`config.mk`:
```
export PLATFORM = sky130hd
export DESIGN_NAME = d3r_front
export DESIGN_NICKNAME = d
export VERILOG_FILES = /design/src/sv/d3r_pkg.sv /design/src/sv/d3r_front.sv
export SDC_FILE = /design/constraint.sdc
export NUM_CORES = 2
export LEC_CHECK = 0
export BUFFER_PORTS_ARGS = -buffer_cell sky130_fd_sc_hd__buf_2
export CAP_MARGIN = 20
export CORE_ASPECT_RATIO = 0.6
export CORE_MARGIN = 4
export CORE_UTILIZATION = 55
export CTS_BUF_LIST = sky130_fd_sc_hd__clkbuf_4
export CTS_CLUSTER_SIZE = 30
export DETAILED_ROUTE_END_ITERATION = 8
export GPL_ROUTABILITY_DRIVEN = 1
export PLACE_DENSITY = 0.82
export RECOVER_POWER = 100
export SLEW_MARGIN = 10
export SYNTH_ARGS = -nofsm -noshare
export SYNTH_HDL_FRONTEND = slang
export SYNTH_SLANG_ARGS = --single-unit
export TNS_END_PERCENT = 1
```
`constraint.sdc`:
```
create_clock -name clk -period 5.9 [get_ports clk]
set_input_delay 1.18 -clock clk [delete_from_list [all_inputs] [get_ports clk]]
set_output_delay 1.18 -clock clk [all_outputs]
set_load 0.05 [all_outputs]
```
`src/sv/d3r_pkg.sv`:
```
package d3r_pkg;

	localparam int DispW   = 16;
	localparam int PixW    = 12;
	localparam int RegW    = 32;
	localparam int ProdW   = DispW + RegW;       // disparity * q32
	localparam int DenW    = ProdW + 1;          // exact denominator, 32 fraction bits
	localparam int NumW    = RegW + 2;           // exact numerator, 16 fraction bits
	localparam int QuotW   = 32;                 // quotient bits produced by the divider
	localparam int RemW    = DenW;               // remainder stays below the divisor
	localparam int CfgAddrW = 3;
	localparam int MaxColsDefault = 4096;
	localparam int MaxRowsDefault = 4096;

	typedef enum logic [CfgAddrW-1:0] {
		CFG_Q03 = 3'd0,
		CFG_Q13 = 3'd1,
		CFG_Q23 = 3'd2,
		CFG_Q32 = 3'd3,
		CFG_Q33 = 3'd4
	} cfg_idx_t;

	// One numerator headed into a divider lane, magnitude and sign split.
	typedef struct packed {
		logic [NumW-1:0] n_abs;
		logic            neg;
		logic            ovf;
	} lane_in_t;

endpackage

```
`src/sv/d3r_front.sv`:
```
module d3r_front
	import d3r_pkg::*;
#(
	parameter int MAX_COLS = MaxColsDefault,
	parameter int MAX_ROWS = MaxRowsDefault
) (
	input  logic                    clk,
	input  logic                    arst_n,
	input  logic                    en,
	input  logic                    in_vld,
	input  logic signed [DispW-1:0] disparity,
	input  logic [PixW-1:0]         col,
	input  logic [PixW-1:0]         row,
	input  logic signed [RegW-1:0]  q03,
	input  logic signed [RegW-1:0]  q13,
	input  logic signed [RegW-1:0]  q23,
	input  logic signed [RegW-1:0]  q32,
	input  logic signed [RegW-1:0]  q33,
	output logic                    out_vld,
	output logic                    out_ok,
	output logic [DenW-1:0]         den_abs,
	output lane_in_t                lane_x,
	output lane_in_t                lane_y,
	output lane_in_t                lane_z
);

	localparam int LimW = 17;

	// Stage 1: captured input word.
	logic                    vld_s1;
	logic signed [DispW-1:0] disp_s1;
	logic [PixW-1:0]         col_s1, row_s1;
	// Stage 2: product and numerators.
	logic                    vld_s2, frame_s2;
	logic signed [ProdW-1:0] prod_s2;
	logic signed [NumW-1:0]  nx_s2, ny_s2, nz_s2;
	// Stage 3: full denominator.
	logic                    vld_s3, frame_s3;
	logic signed [DenW-1:0]  w_s3;
	logic signed [NumW-1:0]  nx_s3, ny_s3, nz_s3;
	// Stage 4: magnitudes.
	logic                    vld_s4, ok_s4;
	logic [DenW-1:0]         wabs_s4;
	lane_in_t                lx_s4, ly_s4, lz_s4;

	logic signed [DenW-1:0]  w_c;
	logic [DenW-1:0]         wabs_c;
	logic                    ok_c;

	function automatic lane_in_t mk_lane(input logic signed [NumW-1:0] n,
		input logic signed [DenW-1:0] w, input logic [DenW-1:0] wa, input logic ok);
		lane_in_t l;
		logic [NumW-1:0] na;
		na = n[NumW-1] ? NumW'(-n) : NumW'(n);
		l.n_abs = ok ? na : '0;
		l.neg   = ok & (n[NumW-1] ^ w[DenW-1]);
		l.ovf   = ok & ({{(DenW-NumW){1'b0}}, na} >= wa);
		return l;
	endfunction

	always_ff @(posedge clk or negedge arst_n) begin
		if (!arst_n) begin
			vld_s1 <= 1'b0;
			vld_s2 <= 1'b0;
			vld_s3 <= 1'b0;
			vld_s4 <= 1'b0;
		end else if (en) begin
			vld_s1 <= in_vld;
			vld_s2 <= vld_s1;
			vld_s3 <= vld_s2;
			vld_s4 <= vld_s3;
		end
	end

	assign w_c    = DenW'(w_s3);
	assign wabs_c = w_c[DenW-1] ? DenW'(-w_c) : DenW'(w_c);
	assign ok_c   = frame_s3 && (w_s3 != '0);

	always_ff @(posedge clk) begin
		if (en) begin
			disp_s1  <= disparity;
			col_s1   <= col;
			row_s1   <= row;

			prod_s2  <= ProdW'(disp_s1) * ProdW'(q32);
			nx_s2    <= $signed({2'b00, col_s1, 16'h0000}) + NumW'(q03);
			ny_s2    <= $signed({2'b00, row_s1, 16'h0000}) + NumW'(q13);
			nz_s2    <= NumW'(q23);
			frame_s2 <= ({{(LimW-PixW){1'b0}}, col_s1} < LimW'(MAX_COLS))
			         && ({{(LimW-PixW){1'b0}}, row_s1} < LimW'(MAX_ROWS));

			w_s3     <= DenW'(prod_s2) + $signed({q33[RegW-1], q33, 16'h0000});
			nx_s3    <= nx_s2;
			ny_s3    <= ny_s2;
			nz_s3    <= nz_s2;
			frame_s3 <= frame_s2;

			ok_s4    <= ok_c;
			wabs_s4  <= ok_c ? wabs_c : DenW'(1);
			lx_s4    <= mk_lane(nx_s3, w_c, wabs_c, ok_c);
			ly_s4    <= mk_lane(ny_s3, w_c, wabs_c, ok_c);
			lz_s4    <= mk_lane(nz_s3, w_c, wabs_c, ok_c);
		end
	end

	assign out_vld = vld_s4;
	assign out_ok  = ok_s4;
	assign den_abs = wabs_s4;
	assign lane_x  = lx_s4;
	assign lane_y  = ly_s4;
	assign lane_z  = lz_s4;

endmodule

```
==> metrics.md <==
| Metric | Value |
|---|---|
| Layout cell share with drive strength beyond 1 | `0.176` |
| Yosys warnings | `0` |
| Synth area leader | `edfxtp_1` |
| Hpwl dp | `just over 90000 um` |
| Cell Area, Synth | `just over 40000 um^2` |
| Setup crit end kind | `flop` |
| Htree depth | `3` |
| Met3 usage | `0.0907` |
| Commonest cells after routing, fill and taps aside | `inv_1, edfxtp_1, fa_1` |
| FMAX | `roughly 0.15 GHz` |
| PortBufs | `between 300 and 400` |
| # DRC | `0` |
| Die Width | `about 360 um` |
| CTS Sinks | `between 400 and 500` |
| CP arrival | `between 7 and 8 ns` |
| GPL Wtd Cong | `between 0.9 and 1` |
| CTS root buf | `clkbuf_4` |
| Clock latency on the worst-skew pair | `0.94 ns` |
| Slew Viols, Final | `around 600` |
| Starting Density | `0.560` |
| # IOs | `around 360` |
| Clock Skews | `around 0.069 ns` |
| Pre-antenna DRT Iters | `6` |
| Unrepaired setup endpoints after global routing | `yes` |
| CTS Buf Count | `114` |
| Avg Inst Size Synth | `between 10 and 15 um^2` |
| Register bit total from synthesis | `slightly below 500` |
| Met2 Usage GRT | `0.419` |
| Post-synth EDFFs | `roughly 490` |
| Critical Path Start Type | `flop` |
| Tmin final | `between 6 and 7 ns` |
| Die H | `around 220 um` |
| Worst Hold Class | `reg -> reg` |
| Initial antenna violation count | `24` |
| Gr ovfl total | `0` |
| Yosys cell types | `73` |
| Post-route setup slack | `-0.811 ns` |
| DIE AREA | `80200 um^2` |
| Pre-CTS setup slack | `-1.79 ns` |
| Total GRT Usage | `0.291` |
| Routed Antenna Nets | `0` |
| Largest net degree at the start of global routing | `about 130` |
| Period utilization | `1.14` |
| Average wire per standard cell | `20.7 um` |
| Mapped Cells | `3792` |
| Placed Cells incl. Taps | `about 5300` |
| Most common cell after layout, fill and taps aside | `inv_1` |
| Core area | `approximately 74000 um^2` |
| Max transition margin | `-1.19` |
| Post-DR vias/cell | `5.55` |
| Count of non-filler cells in the finished layout | `between 5000 and 6000` |
| Run status | `complete, but fails checks` |
| Met1 Use GR | `0.417` |
| Synth-to-layout area growth | `17.2%` |
| GR peak layer | `met2` |
| Register area share after synthesis | `0.357` |
| Synth top area cells | `edfxtp_1, fa_1, ha_1, inv_1, and2_1` |
| TritonCTS clock tree | `yes` |
| Clock Path Buffers | `3` |
| Reg area | `14800 um^2` |
| Slew @ Worst Pin | `3.29 ns` |
| Fill cell count | `approximately 5600` |
| FFs w/ async S/R, synth | `0.00808` |
| Total Wirelength | `between 100000 and 150000 um` |
| Failing checks | `max-capacitance violations, max-slew violations, negative setup slack` |
| Via count | `30800` |
| Final setup viols | `29` |
| Vias in the first global route | `~32000` |
| WP data required | `approximately 6.5 ns` |
| Num rows | `77` |
| CP max FO | `7` |
| Post-synth top flop | `edfxtp_1` |
| Starting DRT DRC Count | `between 3000 and 4000` |
| First-pass GRT wire length | `~180000 um` |
| Synth top area share | `0.355` |
| # Max-Cap Violations | `6` |
| # nets final | `approximately 5400` |
| Crit path kind | `reg -> reg` |
| Final Hold Fails | `0` |
| Multi-input gate area | `24400 um^2` |
| Reg clk slew, reported paths | `0.07 ns` |
-- cells in the mapped netlist, types with 19 or more instances --
cell      instances
inv_1           669
edfxtp_1        491
fa_1            489
nand2_1         375
and2_1          306
ha_1            276
xnor2_1         178
clkbuf_1        116
nor2_1          116
o21ai_0         105
a21oi_1          95
a21o_1           69
xor2_1           54
nor3_1           42
nand3_1          32
o31ai_1          31
nand2b_1         27
nand4_1          25
a31oi_1          21
a211oi_1         19
or4_1            19
-- worst max-delay path, stage by stage, from the launching register on --
cell       delay, ns
edfxtp_1        0.44
buf_6           0.17
buf_16          0.14
and2_4          0.15
fa_1            0.52
inv_2           0.05
fa_2            0.49
fa_2            0.55
inv_1           0.05
fa_2            0.34
fa_1            0.58
inv_2           0.05
fa_1            0.49
inv_2           0.05
ha_4            0.26
and4_4          0.25
nand3_4         0.07
a311o_1         0.36
a311oi_4        0.37
o211ai_1        0.19
buf_4           0.18
a21oi_4         0.17
o21a_1          0.20
mux2i_1         0.25
a2111oi_2       0.06
-- final cells by class --
type                    count  area share
repair buffers            666      0.0857
multi-input cells        2512       0.501
inverters                 670      0.0516
well taps                 987      0.0253
diodes                     18    0.000924
clock inverters            44     0.00611
clock buffers             159      0.0245
flip-flops and latches    495       0.305
-- sequential cells by signal (all words and copies together) (netlist names), 16 cells and up --
name and cells:
lane_z 36, nx_s2 33, nx_s3 33, nz_s3 32, disp_s1 16, w_c 49
ny_s3 33, den_abs 49, prod_s2 48, lane_y 36, ny_s2 33, lane_x 36
nz_s2 32
-- stage by stage --
| step | area, um^2 | setup TNS (ns) | hold WS [ns] | util |
|---|---|---|---|---|
| CTS | 48900 | -11.68 | 0.283 | 0.658 |
| floorplan | 42100 | -16.63 | 0.400 | - |
| finish | 48700 | -13.06 | 0.407 | 0.656 |
| global route | 48700 | -34.92 | 0.321 | 0.656 |
| global placement | 46900 | -36.64 | 0.401 | 0.631 |
| detailed placement | 46900 | -39.32 | 0.405 | 0.631 |
-- per-layer routing --
metal  vias to the layer above  routed length, um
met1                     15300              48500
met4                         4               4220
li1                      13800                  -
met3                       241              12900
met5                         -                 31
met2                      1429              49400
-- timing repair --
item / 4_1_cts / 5_1_grt
endpoints found under the setup margin: 30 / 32
hold endpoints to repair: 4 / 0
buffers inserted: 16 / 6
gates resized for setup: 75 / 42
pin swaps: 98 / 48
hold buffers: 1 / 0
gates cloned: 1 / 0
-- kinds of logic after synthesis --
group | after synthesis | synth area share
simple gates | 1041 | 0.128
buf+inv | 792 | 0.0719
fa+ha+maj | 765 | 0.319
flops | 495 | 0.357
compound gates | 458 | 0.0736
xor+xnor | 232 | 0.0489
mux | 8 | 0.00205
other cells | 1 | 0.0000902
-- worst paths after layout --
kind                       depth (start not counted)        from     endpoint  slack, ns
max in group asynchronous                          2      arst_n       vld_s2       5.08
min in group asynchronous                          2      arst_n      out_vld       0.64
setup reg to reg                                  24  disp_s1[6]  prod_s2[46]      -0.81
setup / recovery                                  24  disp_s1[6]  prod_s2[46]      -0.81
hold / removal                                     0    nx_s2[3]     nx_s3[3]       0.41
hold reg to reg                                    0    nx_s2[3]     nx_s3[3]       0.41
Power is not shown: default switching activity piles up to over one toggle a cycle in this logic, so the estimate is an artifact.
